### src/rtl/core/lpt_pkg.sv
package lpt_pkg;

   localparam int PROC_W     = 3;
   localparam int PAGE_W     = 4;
   localparam int OFF_W      = 6;
   localparam int LADDR_W    = PAGE_W + OFF_W;
   localparam int FRAME_W    = 4;
   localparam int PADDR_W    = FRAME_W + OFF_W;
   localparam int TIME_W     = 5;
   localparam int MAX_PROCS  = 8;
   localparam int MAX_FRAMES = 16;
   localparam int ENTRY_AW   = PROC_W + PAGE_W;
   localparam int NUM_ENTRIES = MAX_PROCS * (1 << PAGE_W);
   localparam int FRAMES_W   = 5;
   localparam int PROCS_W    = 4;

   localparam logic [TIME_W-1:0]   TIME_LAST     = 5'd31;
   localparam logic [FRAMES_W-1:0] FRAMES_RESET  = 5'd4;
   localparam logic [PROCS_W-1:0]  PROCS_RESET   = 4'd2;

   localparam int REQ_W      = 16;
   localparam int RSP_W      = 32;
   localparam int CSR_IDX_W  = 1;
   localparam int CSR_DATA_W = 5;

   localparam logic [CSR_IDX_W-1:0] CSR_FRAMES_IN_USE = 1'd0;
   localparam logic [CSR_IDX_W-1:0] CSR_PROCS_IN_USE  = 1'd1;

   // controller to datapath
   typedef struct packed {
      logic accept;     // latch request fields
      logic rd_entry;   // read page entry of the request
      logic check;      // capture hit and resident frame
      logic scan_clr;   // restart frame scan
      logic scan_inc;   // advance free-frame scan
      logic take_free;  // use scanned frame as the free one
      logic lru_start;  // begin victim search
      logic lru_issue;  // read timestamp of scanned frame
      logic write;      // commit update and load result
      logic reject;     // load all-zero result
   } lpt_cmd_type;

   // datapath to controller
   typedef struct packed {
      logic oor;        // process not in use
      logic rd_hit;     // page entry present
      logic fo_free;    // scanned frame is free
      logic scan_last;  // scanned frame is the last one in use
      logic rsp_free;   // result register can take a new item
   } lpt_status_type;

endpackage

### src/rtl/core/lpt_ctrl.sv
module lpt_ctrl
   import lpt_pkg::*;
(
   input  logic           clock,
   input  logic           reset,
   input  logic           req_tvalid,
   output logic           req_tready,
   input  lpt_status_type status,
   output lpt_cmd_type    cmd
);

   typedef enum logic [7:0] {
      S_IDLE     = 8'b0000_0001,
      S_READ     = 8'b0000_0010,
      S_CHECK    = 8'b0000_0100,
      S_FREE     = 8'b0000_1000,
      S_LRU      = 8'b0001_0000,
      S_LRU_TAIL = 8'b0010_0000,
      S_WRITE    = 8'b0100_0000,
      S_REJECT   = 8'b1000_0000
   } state_type;

   state_type state_ff, state_in;

   always_comb begin
      state_in   = state_ff;
      cmd        = '0;
      req_tready = 1'b0;
      case (state_ff)
         S_IDLE: begin
            req_tready = 1'b1;
            if (req_tvalid) begin
               cmd.accept = 1'b1;
               state_in   = S_READ;
            end
         end
         S_READ: begin
            if (status.oor) begin
               state_in = S_REJECT;
            end else begin
               cmd.rd_entry = 1'b1;
               state_in     = S_CHECK;
            end
         end
         S_CHECK: begin
            cmd.check = 1'b1;
            if (status.rd_hit) begin
               state_in = S_WRITE;
            end else begin
               cmd.scan_clr = 1'b1;
               state_in     = S_FREE;
            end
         end
         S_FREE: begin
            if (status.fo_free) begin
               cmd.take_free = 1'b1;
               state_in      = S_WRITE;
            end else if (status.scan_last) begin
               cmd.lru_start = 1'b1;
               state_in      = S_LRU;
            end else begin
               cmd.scan_inc = 1'b1;
            end
         end
         S_LRU: begin
            cmd.lru_issue = 1'b1;
            if (status.scan_last) state_in = S_LRU_TAIL;
         end
         S_LRU_TAIL: begin
            state_in = S_WRITE;
         end
         S_WRITE: begin
            if (status.rsp_free) begin
               cmd.write = 1'b1;
               state_in  = S_IDLE;
            end
         end
         S_REJECT: begin
            if (status.rsp_free) begin
               cmd.reject = 1'b1;
               state_in   = S_IDLE;
            end
         end
         default: begin
            state_in = S_IDLE;
         end
      endcase
   end

   always_ff @(posedge clock) begin
      if (reset) state_ff <= S_IDLE;
      else       state_ff <= state_in;
   end

   a_accept_only_idle: assert property (@(posedge clock) disable iff (reset)
      cmd.accept |-> state_ff == S_IDLE)
      else $error("item accepted outside idle");

   a_commit_returns_idle: assert property (@(posedge clock) disable iff (reset)
      (cmd.write || cmd.reject) |=> state_ff == S_IDLE)
      else $error("controller did not return to idle after commit");

   a_lru_reaches_write: assert property (@(posedge clock) disable iff (reset)
      state_ff == S_LRU_TAIL |=> state_ff == S_WRITE)
      else $error("victim search did not end in write");

endmodule

### src/rtl/core/lpt_datapath.sv
module lpt_datapath
   import lpt_pkg::*;
(
   input  logic                  clock,
   input  logic                  reset,
   input  lpt_cmd_type           cmd,
   output lpt_status_type        status,
   input  logic [REQ_W-1:0]      req_tdata,
   input  logic                  csr_we,
   input  logic [CSR_IDX_W-1:0]  csr_index,
   input  logic [CSR_DATA_W-1:0] csr_wdata,
   output logic                  rsp_tvalid,
   input  logic                  rsp_tready,
   output logic [RSP_W-1:0]      rsp_tdata
);

   // configuration
   logic [FRAMES_W-1:0] frames_ff;
   logic [PROCS_W-1:0]  procs_ff;
   logic [FRAMES_W-1:0] nf;
   logic [PROCS_W-1:0]  np;

   // request
   logic [PROC_W-1:0]   proc_ff;
   logic [PAGE_W-1:0]   page_ff;
   logic [OFF_W-1:0]    off_ff;
   logic [ENTRY_AW-1:0] idx;

   // page entries: frame and timestamp in memory, flags in flops
   logic [FRAME_W+TIME_W-1:0] ent_mem [NUM_ENTRIES];
   logic [NUM_ENTRIES-1:0]    present_ff;
   logic [NUM_ENTRIES-1:0]    present_in;
   logic [NUM_ENTRIES-1:0]    tvld_ff;
   logic [NUM_ENTRIES-1:0]    tvld_in;
   logic [ENTRY_AW-1:0]       rd_addr;
   logic [FRAME_W+TIME_W-1:0] rd_data_ff;
   logic                      rd_present_ff;
   logic                      rd_tvld_ff;
   logic [TIME_W-1:0]         rd_ts;

   // frame owners
   logic [MAX_FRAMES-1:0] fo_valid_ff;
   logic [PROC_W-1:0]     fo_proc_ff [MAX_FRAMES];
   logic [PAGE_W-1:0]     fo_page_ff [MAX_FRAMES];

   // scan and victim search
   logic [FRAME_W-1:0] scan_ff;
   logic               pipe_vld_ff;
   logic [FRAME_W-1:0] pipe_frame_ff;
   logic [PROC_W-1:0]  pipe_proc_ff;
   logic [PAGE_W-1:0]  pipe_page_ff;
   logic [TIME_W:0]    best_t_ff;
   logic [PROC_W-1:0]  vic_proc_ff;
   logic [PAGE_W-1:0]  vic_page_ff;
   logic [ENTRY_AW-1:0] vic_idx;

   logic               hit_ff;
   logic               evict_ff;
   logic [FRAME_W-1:0] frame_ff;
   logic [TIME_W-1:0]  time_ff;
   logic               wrap;
   logic [TIME_W-1:0]  time_val;

   logic               rsp_tvalid_ff;
   logic [RSP_W-1:0]   rsp_data_ff;
   logic [RSP_W-1:0]   rsp_data_in;

   assign nf = (frames_ff == '0) ? FRAMES_W'(1) :
               (frames_ff > FRAMES_W'(MAX_FRAMES)) ? FRAMES_W'(MAX_FRAMES) : frames_ff;
   assign np = (procs_ff == '0) ? PROCS_W'(1) :
               (procs_ff > PROCS_W'(MAX_PROCS)) ? PROCS_W'(MAX_PROCS) : procs_ff;

   assign idx      = {proc_ff, page_ff};
   assign vic_idx  = {vic_proc_ff, vic_page_ff};
   assign rd_addr  = cmd.lru_issue ? {fo_proc_ff[scan_ff], fo_page_ff[scan_ff]} : idx;
   assign rd_ts    = rd_tvld_ff ? rd_data_ff[TIME_W-1:0] : '0;
   assign wrap     = (time_ff == TIME_LAST);
   assign time_val = wrap ? TIME_W'(1) : time_ff;

   assign status.oor       = {1'b0, proc_ff} >= np;
   assign status.rd_hit    = rd_present_ff;
   assign status.fo_free   = !fo_valid_ff[scan_ff];
   assign status.scan_last = {1'b0, scan_ff} == (nf - FRAMES_W'(1));
   assign status.rsp_free  = !rsp_tvalid_ff || rsp_tready;

   always_ff @(posedge clock) begin
      if (reset) begin
         frames_ff <= FRAMES_RESET;
         procs_ff  <= PROCS_RESET;
      end else if (csr_we) begin
         case (csr_index)
            CSR_FRAMES_IN_USE: frames_ff <= csr_wdata[FRAMES_W-1:0];
            CSR_PROCS_IN_USE:  procs_ff  <= csr_wdata[PROCS_W-1:0];
            default: ;
         endcase
      end
   end

   always_ff @(posedge clock) begin
      if (cmd.accept) begin
         proc_ff <= req_tdata[PROC_W-1:0];
         page_ff <= req_tdata[PROC_W+OFF_W +: PAGE_W];
         off_ff  <= req_tdata[PROC_W +: OFF_W];
      end
   end

   // entry memory: one read port, one write port
   always_ff @(posedge clock) begin
      if (cmd.rd_entry || cmd.lru_issue) rd_data_ff <= ent_mem[rd_addr];
      if (cmd.write) ent_mem[idx] <= {frame_ff, time_val};
   end

   always_ff @(posedge clock) begin
      if (cmd.rd_entry || cmd.lru_issue) begin
         rd_present_ff <= present_ff[rd_addr];
         rd_tvld_ff    <= tvld_ff[rd_addr];
      end
   end

   // entry flags; clear the victim, mark the current entry, drop all stamps on wrap
   always_comb begin
      present_in = present_ff;
      tvld_in    = tvld_ff;
      if (cmd.write) begin
         if (evict_ff) begin
            present_in[vic_idx] = 1'b0;
            tvld_in[vic_idx]    = 1'b0;
         end
         if (wrap) tvld_in = '0;
         present_in[idx] = 1'b1;
         tvld_in[idx]    = 1'b1;
      end
   end

   always_ff @(posedge clock) begin
      if (reset) begin
         present_ff <= '0;
         tvld_ff    <= '0;
      end else begin
         present_ff <= present_in;
         tvld_ff    <= tvld_in;
      end
   end

   always_ff @(posedge clock) begin
      if (reset) begin
         fo_valid_ff <= '0;
      end else if (cmd.write && !hit_ff) begin
         fo_valid_ff[frame_ff] <= 1'b1;
      end
   end

   always_ff @(posedge clock) begin
      if (cmd.write && !hit_ff) begin
         fo_proc_ff[frame_ff] <= proc_ff;
         fo_page_ff[frame_ff] <= page_ff;
      end
   end

   always_ff @(posedge clock) begin
      if (reset) pipe_vld_ff <= 1'b0;
      else       pipe_vld_ff <= cmd.lru_issue;
   end

   always_ff @(posedge clock) begin
      if (cmd.scan_clr || cmd.lru_start)             scan_ff <= '0;
      else if (cmd.scan_inc || cmd.lru_issue)        scan_ff <= scan_ff + FRAME_W'(1);
      if (cmd.lru_issue) begin
         pipe_frame_ff <= scan_ff;
         pipe_proc_ff  <= fo_proc_ff[scan_ff];
         pipe_page_ff  <= fo_page_ff[scan_ff];
      end
   end

   // victim search: keep the oldest stamp, first frame wins a tie
   always_ff @(posedge clock) begin
      if (cmd.accept) begin
         evict_ff <= 1'b0;
      end else if (cmd.lru_start) begin
         evict_ff <= 1'b1;
      end
      if (cmd.lru_start) begin
         best_t_ff <= '1;
      end else if (pipe_vld_ff && ({1'b0, rd_ts} < best_t_ff)) begin
         best_t_ff   <= {1'b0, rd_ts};
         vic_proc_ff <= pipe_proc_ff;
         vic_page_ff <= pipe_page_ff;
      end
      if (cmd.check) begin
         hit_ff   <= rd_present_ff;
         frame_ff <= rd_data_ff[FRAME_W+TIME_W-1:TIME_W];
      end else if (cmd.take_free) begin
         frame_ff <= scan_ff;
      end else if (pipe_vld_ff && ({1'b0, rd_ts} < best_t_ff)) begin
         frame_ff <= pipe_frame_ff;
      end
   end

   always_ff @(posedge clock) begin
      if (reset) time_ff <= '0;
      else if (cmd.write) time_ff <= wrap ? '0 : time_ff + TIME_W'(1);
   end

   always_comb begin
      rsp_data_in = '0;
      rsp_data_in[0]     = hit_ff;
      rsp_data_in[4:1]   = frame_ff;
      rsp_data_in[14:5]  = {frame_ff, off_ff};
      rsp_data_in[15]    = evict_ff;
      if (evict_ff) begin
         rsp_data_in[18:16] = vic_proc_ff;
         rsp_data_in[22:19] = vic_page_ff;
         rsp_data_in[27:23] = best_t_ff[TIME_W-1:0];
      end
   end

   always_ff @(posedge clock) begin
      if (reset) begin
         rsp_tvalid_ff <= 1'b0;
      end else if (cmd.write || cmd.reject) begin
         rsp_tvalid_ff <= 1'b1;
      end else if (rsp_tready) begin
         rsp_tvalid_ff <= 1'b0;
      end
   end

   always_ff @(posedge clock) begin
      if (cmd.write)       rsp_data_ff <= rsp_data_in;
      else if (cmd.reject) rsp_data_ff <= '0;
   end

   assign rsp_tvalid = rsp_tvalid_ff;
   assign rsp_tdata  = rsp_data_ff;

   a_hit_no_evict: assert property (@(posedge clock) disable iff (reset)
      cmd.write |-> !(hit_ff && evict_ff))
      else $error("hit with eviction");

   a_victim_present: assert property (@(posedge clock) disable iff (reset)
      (cmd.write && evict_ff) |-> present_ff[vic_idx])
      else $error("victim page not resident");

   a_victim_in_range: assert property (@(posedge clock) disable iff (reset)
      (cmd.write && evict_ff) |-> ({1'b0, frame_ff} < nf))
      else $error("victim frame above frames in use");

   a_time_advance: assert property (@(posedge clock) disable iff (reset)
      cmd.write |=> (time_ff == $past(time_ff) + TIME_W'(1)) || (time_ff == '0))
      else $error("time did not advance");

endmodule

### src/rtl/core/lru_page_table_translate_core.sv
// LRU page translation core.
// req channel: one item per access (process, logical address). Bits 9..6 of
// the address pick the page, bits 5..0 pass through as the offset.
// rsp channel: exactly one item per request: hit flag, frame, physical
// address and, on a replacement, owner, page and timestamp of the victim.
// csr port: write frames_in_use (index 0) and procs_in_use (index 1) while idle.
// A hit goes through read, check and result load; an unused process goes
// straight to the all-zero result; a miss first scans for a free frame and,
// when none is free, searches every frame in use for the victim.
// The frame scan and the victim scan step one frame per cycle through the
// single read port of the page entry memory; one item is in flight at a time.
// The next item is accepted in the cycle after a result loads, so a new item
// is taken only once the last one has loaded its result.
// A timestamp wrap clears all stamps at once through per-entry flags.
// Reset: page tables empty, all frames free, time 0, frames_in_use 4,
// procs_in_use 2; no clearing pass is needed.
// When rsp_tready stays low the finished item waits in the output register;
// the next request is still accepted and worked on, and it holds before its
// own result load until the register frees.
module lru_page_table_translate_core
   import lpt_pkg::*;
(
   input  logic                  clock,
   input  logic                  reset,
   input  logic                  req_tvalid,
   output logic                  req_tready,
   input  logic [REQ_W-1:0]      req_tdata,   // [2:0] process, [12:3] logical_address
   output logic                  rsp_tvalid,
   input  logic                  rsp_tready,
   output logic [RSP_W-1:0]      rsp_tdata,   // [0] hit, [4:1] frame,
                                              // [14:5] physical_address, [15] evicted,
                                              // [18:16] evicted_process,
                                              // [22:19] evicted_page, [27:23] evicted_time
   input  logic                  csr_we,
   input  logic [CSR_IDX_W-1:0]  csr_index,
   input  logic [CSR_DATA_W-1:0] csr_wdata
);

   lpt_cmd_type    cmd;
   lpt_status_type status;

   // sequence lookup, free scan, victim scan and commit
   lpt_ctrl u_ctrl (
      .clock      (clock),
      .reset      (reset),
      .req_tvalid (req_tvalid),
      .req_tready (req_tready),
      .status     (status),
      .cmd        (cmd)
   );

   // page tables, frame owners, time and result register
   lpt_datapath u_datapath (
      .clock      (clock),
      .reset      (reset),
      .cmd        (cmd),
      .status     (status),
      .req_tdata  (req_tdata),
      .csr_we     (csr_we),
      .csr_index  (csr_index),
      .csr_wdata  (csr_wdata),
      .rsp_tvalid (rsp_tvalid),
      .rsp_tready (rsp_tready),
      .rsp_tdata  (rsp_tdata)
   );

endmodule

### config.mk
export PLATFORM = sky130hd
export DESIGN_NAME = lru_page_table_translate_core
export DESIGN_NICKNAME = d
export VERILOG_FILES = /design/src/rtl/core/lpt_pkg.sv /design/src/rtl/core/lpt_ctrl.sv /design/src/rtl/core/lpt_datapath.sv /design/src/rtl/core/lru_page_table_translate_core.sv
export SDC_FILE = /design/constraint.sdc
export NUM_CORES = 2
export LEC_CHECK = 0
export BUFFER_PORTS_ARGS = -buffer_cell sky130_fd_sc_hd__buf_4
export CAP_MARGIN = 20
export CELL_PAD_IN_SITES_DETAIL_PLACEMENT = 0
export CELL_PAD_IN_SITES_GLOBAL_PLACEMENT = 1
export CORE_MARGIN = 2
export CORE_UTILIZATION = 52
export DETAILED_ROUTE_END_ITERATION = 7
export PLACE_DENSITY = 0.75
export SLEW_MARGIN = 20
export SYNTH_ARGS = -nofsm -noshare
export SYNTH_HDL_FRONTEND = slang
export SYNTH_SLANG_ARGS = --single-unit
export TNS_END_PERCENT = 100
### constraint.sdc
create_clock -name clock -period 5.5 [get_ports clock]
set_input_delay 1.1 -clock clock [delete_from_list [all_inputs] [get_ports clock]]
set_output_delay 1.1 -clock clock [all_outputs]
set_load 0.01 [all_outputs]
# Word-level counts from Yosys, hierarchy flattened
# Memory sizes are Yosys's and may differ from the RTL's. A register that Yosys moved wholly into a read port is not among the register bits.
# Cells that the tools add are included.
dict set report word_totals {
  output_inout_bits 34
  regBits 373
  ram_bits 1264
  mem_count 3
  in_bits 27
}
# name words width rd rd_clocked_by_memory_dff wr line_no
set memory_table {}
lappend memory_table {u_datapath.ent_mem 128 9 1 1 1 lpt_datapath.sv:30} ;# logic [FRAME_W+TIME_W-1:0] ent_mem [NUM_ENTRIES];
lappend memory_table {u_datapath.fo_page_ff 16 4 1 1 1 lpt_datapath.sv:44} ;# logic [PAGE_W-1:0] fo_page_ff [MAX_FRAMES];
lappend memory_table {u_datapath.fo_proc_ff 16 3 1 1 1 lpt_datapath.sv:43} ;# logic [PROC_W-1:0] fo_proc_ff [MAX_FRAMES];
dict set report op_classes {
  eq_ne 14
  n_reduce_logical 22
  n_lt_le_gt_ge 12
  bitwise 8
  n_mux 66
  addsub 3
}
# op count
set op_table {}
lappend op_table {{$mux W128} 5}
lappend op_table {{$and A128 B128 Y128} 2}
lappend op_table {{$or A128 B128 Y128} 2}
lappend op_table {{$not A128 Y128} 1}
lappend op_table {{$mux W28} 2}
lappend op_table {{$pmux W8 S7} 1}
lappend op_table {{$mux W8} 6}
lappend op_table {{$mux W4} 9}
lappend op_table {{$mux W1} 27}
lappend op_table {{$mux W5} 5}
lappend op_table {{$lt A7 B8 Y1 const B} 3}
lappend op_table {{$or A16 B16 Y16} 1}
lappend op_table {{$bmux W1 S7} 2}
lappend op_table {{$demux W1 S7} 2}
lappend op_table {{$ge A7 B1 Y1 const B} 2}
lappend op_table {{$mux W7} 2}
lappend op_table {{$mux W12} 1}
lappend op_table {{$lt A4 B5 Y1 const B} 2}
lappend op_table {{$eq A8 B1 Y1 const B} 1}
lappend op_table {{$eq A8 B2 Y1 const B} 1}
lappend op_table {{$eq A8 B3 Y1 const B} 1}
lappend op_table {{$eq A8 B4 Y1 const B} 1}
lappend op_table {{$eq A8 B5 Y1 const B} 1}
lappend op_table {{$eq A8 B6 Y1 const B} 1}
lappend op_table {{30 further kinds} 44}

# Longest topological paths before layout
dict set report depth {
  word_depth 11
  mapped_depth 18
  depth_no_buf 11
}

# By module
# Synthesis repeated with hierarchy kept, for this count alone.
dict set report hier_totals {
  hier_cells 5587
  area_unflattened_um2 66899.2
}
# module n_inst cells_each area_per_inst_um2
set by_module_without_submodules {}
lappend by_module_without_submodules {lpt_datapath 1 5518 66344.9}
lappend by_module_without_submodules {lpt_ctrl 1 69 554.3}

# Worst setup path before layout
# No wires, ideal clock.
dict set report synth_timing {
  path_type {flip-flop to flip-flop}
  start {reg u_datapath.time_ff[0]}
  end {mem u_datapath.ent_mem[0][1] (netlist bit), data pin}
  n_path_buf 0
  stages_incl_launch_ff 6
  arrival_ps 4041
  setup_ps 829
  setup_slack_ps 630
  period_less_slack_ps 4870
  required_ps 4671
  path_cell_list {dfxtp_1 -> ha_1 -> nand3_1 -> inv_1 -> ha_1 -> nor2b_1}
}
dict set report synth_between {
  elab_chain_cells 2
}
# item line_no
set synth_rtl {}
lappend synth_rtl {{from (decl)} lpt_datapath.sv:60} ;# logic [TIME_W-1:0] time_ff;
lappend synth_rtl {{from (signal assigned)} lpt_datapath.sv:201} ;# else if (cmd.write) time_ff <= wrap ? '0 : time_ff + TIME_W'(1);
lappend synth_rtl {{$eq A5 B5 Y1} lpt_datapath.sv:77} ;# assign wrap = (time_ff == TIME_LAST);
lappend synth_rtl {{$mux W5} lpt_datapath.sv:78} ;# assign time_val = wrap ? TIME_W'(1) : time_ff;
lappend synth_rtl {{via u_datapath.time_val[1]} lpt_datapath.sv:62} ;# logic [TIME_W-1:0] time_val;
lappend synth_rtl {{to (decl)} lpt_datapath.sv:30}
# The timed path passes the listed nets, and every way through them passes these cells.

==> reports/qor.txt <==
Max-Cap Viols - 0
Drt first-iter violations - 5048
Number of hold buffers added after cts - 0
Clk_skew - 30.4 ps
Core Footprint - 0.128 mm^2
DRT antenna net count - 0
Worst setup EP type - register
Crit-path max cell delay - 850 ps
Clock-pin slew on the worst setup and hold paths - 60 ps
Startpoint types - register
Top_reg_cell synth - edfxtp_1
Overall Global Routing Usage - 28.8%
Final hold violations - 0
Initial cell density of the core - 52.4%
Fmax - 198 MHz
Max-slew violation count - 0
Final Instance Area - 0.0759 mm^2
Sequential fraction of the synthesis area - 69.3%
CTS Sinks - 1646
Root buffer cell - clkbuf_16
Crit path time final - 5060 ps
Async SR Flop Fraction - 0%
Synth-to-Final Area Change - 13.6%
Ports - 61
Post-synth EDFFs - 1335
Setup Crit Path Kind - register to register
Setup tns final - 0 ps
RSZ-0062 raised after global routing - false
Tcrit/Tclk final - 91.9%
Leak Pwr - 25.8 nW
Final routed DRC violation total - 0
Post-synthesis cell count - 5370
Final WS setup - 445 ps
WL per Instance - 25.9 um
Routed wire length - 190000 um
Post-Syn Area per Cell - 12.4 um^2
Worst EP required - 6110 ps
Placed Area - 0.0706 mm^2
# fillers - 10100
Grt total ovfl - 0
Rel. slew slack - 22.3%
CP Cell Sequence - buf_4, mux4_2, o21ai_0, a31o_4, nor3_2, buf_12, a22oi_1, nand3_1, o31ai_1, nand4_1, nor3_1
I/O Buffers - 53
Final setup fails - 0
Num rows - 131
Layout cells sized above 1 - 13.0%
Die Width - 362 um
Most frequent cells in the layout - edfxtp_1, nand2_1, nand3_1
Critical path fanouts, max - 18
Max VDD drop - 0.312 mV
DR pass1 iterations - 6
Hold Slack - 419 ps
Clock buffer depth - 3
Detailed Place HPWL - 119000 um
Total setup buffers inserted after CTS - 0
CTS resizes - 0
Crit path DAT - 5660 ps
Initial antenna violation count - 6
Synth Cell Area - 0.0668 mm^2
Pre-CTS WS - 577 ps
Total CTS buffers - 169
Worst hold path type - register to register
Yosys warning count - 0
Vias in the first global route - 42900
Worst slew pin tran - 1160 ps
Clk Latency, worst-skew pair - 800 ps
Reg area - 0.0463 mm^2
PD cells - 356 mW/mm^2
Commonest non-fill, non-tap cell in the layout - edfxtp_1
H-tree depth - 4
Global-route wire length before repair - 281000 um
Area occupied by multi-input gates - 0.0189 mm^2
Vias - 44800
Pin count of the biggest net entering global routing - 138
CTS tree - yes
Die Ht - 362 um
GPL Wtd Cong - 0.875
Fin nets - 5584
Yosys reg bits - 1646
Post-synth cell types - 77
Outcome - finished, final reports clean
Slowest cell on the critical path - o21ai_0
Die area - 0.131 mm^2
Vias per cell - 6.09
==> critical path: cells and delay by family, from the launching register on <==
kind	cells	cell delay (ps)
buf+inv	2	460
flops	1	660
simple gates	4	1240
compound gates	4	2170
mux	1	310
==> metal layers <==
layer	track usage, %	part of all wire [%]
met1	41.6	43
met2	44.5	46
met3	4.85	7.8
met4	10.1	3.4
met5	0	0.014
==> synthesized netlist by cell type (all sizes together) (13+ instances only) <==
cell type / number / share of area, %
a211oi: 82 / 0.92
a21oi: 113 / 0.85
a221oi: 34 / 0.46
a22o: 13 / 0.17
a22oi: 14 / 0.16
a31oi: 75 / 0.70
and2: 61 / 0.57
and3: 27 / 0.25
buf: 185 / 1.6
clkbuf: 182 / 1.0
dfxtp: 311 / 9.3
edfxtp: 1335 / 60
inv: 29 / 0.16
mux2i: 152 / 2.3
mux4: 73 / 2.5
nand2: 1105 / 6.2
nand2b: 18 / 0.17
nand3: 632 / 4.7
nand3b: 112 / 1.3
nand4: 23 / 0.22
nor2: 288 / 1.6
nor2b: 16 / 0.15
nor3: 41 / 0.34
nor4: 14 / 0.14
o21ai: 261 / 2.0
o31ai: 27 / 0.30
==> through the flow <==
stage / std cells / util, % / total power [W]
finish: 7357 / 59.5 / 0.0270
global route: 7353 / 59.5 / 0.0278
floorplan: 5373 / - / 0.0152
global placement: 7035 / 55.3 / 0.0163
CTS: 7353 / 59.5 / 0.0271
detailed placement: 7036 / 55.3 / 0.0163
==> state kept, by name, summed over array words and instances (netlist names), 6 cells and up, named ones only <==
name / count
u_datapath.ent_mem: 1152
u_datapath.present_ff: 128
u_datapath.tvld_ff: 128
u_datapath.fo_page_ff: 64
u_datapath.fo_proc_ff: 48
u_datapath.rsp_tdata: 24
u_datapath.fo_valid_ff: 16
u_datapath.rd_data_ff: 9
u_ctrl.state_ff: 8
u_datapath.best_t_ff: 6
u_datapath.off_ff: 6
==> power by group <==
group	leakage (nW)	internal, W	switching, W	total (W)
Sequential	14.4	0.0134	0.0000474	0.0134
Combinational	8.84	0.000825	0.00189	0.00271
Clock	2.58	0.00607	0.00484	0.0109
Total	25.8	0.0203	0.00677	0.0270
==> area by class of cell <==
class                      count  area share, %
antenna                        4         0.0132
clock buffer                 227           6.02
clock inverter                90          0.946
inverter                      30          0.148
multi-input combinational   3330           24.9
sequential                  1646           61.0
tap                         1662           2.74
timing repair buffer         368           4.23
==> cell families after synthesis <==
| group | after synthesis | share of synthesized area [%] |
|---|---|---|
| AO/OA/AOI/OAI | 699 | 6.55 |
| XOR/XNOR | 8 | 0.105 |
| adder cells (fa/ha/maj) | 12 | 0.225 |
| buffers and inverters | 397 | 2.76 |
| flip-flops | 1646 | 69.3 |
| multiplexers | 234 | 4.90 |
| other | 1 | 0.00561 |
| AND/OR/NAND/NOR | 2373 | 16.1 |
==> final timing paths <==
check / start / endpoint / slack [ps] / cells past startpoint
setup / recovery: register / u_datapath.rd_data_ff[3] / 440 / 11
hold / removal: u_datapath.pipe_page_ff[2] / u_datapath.vic_page_ff[2] / 420 / 0
setup reg to reg: register / u_datapath.rd_data_ff[3] / 440 / 11
hold reg to reg: u_datapath.pipe_page_ff[2] / u_datapath.vic_page_ff[2] / 420 / 0
No activity file was read; power rests on OpenSTA's default activity.
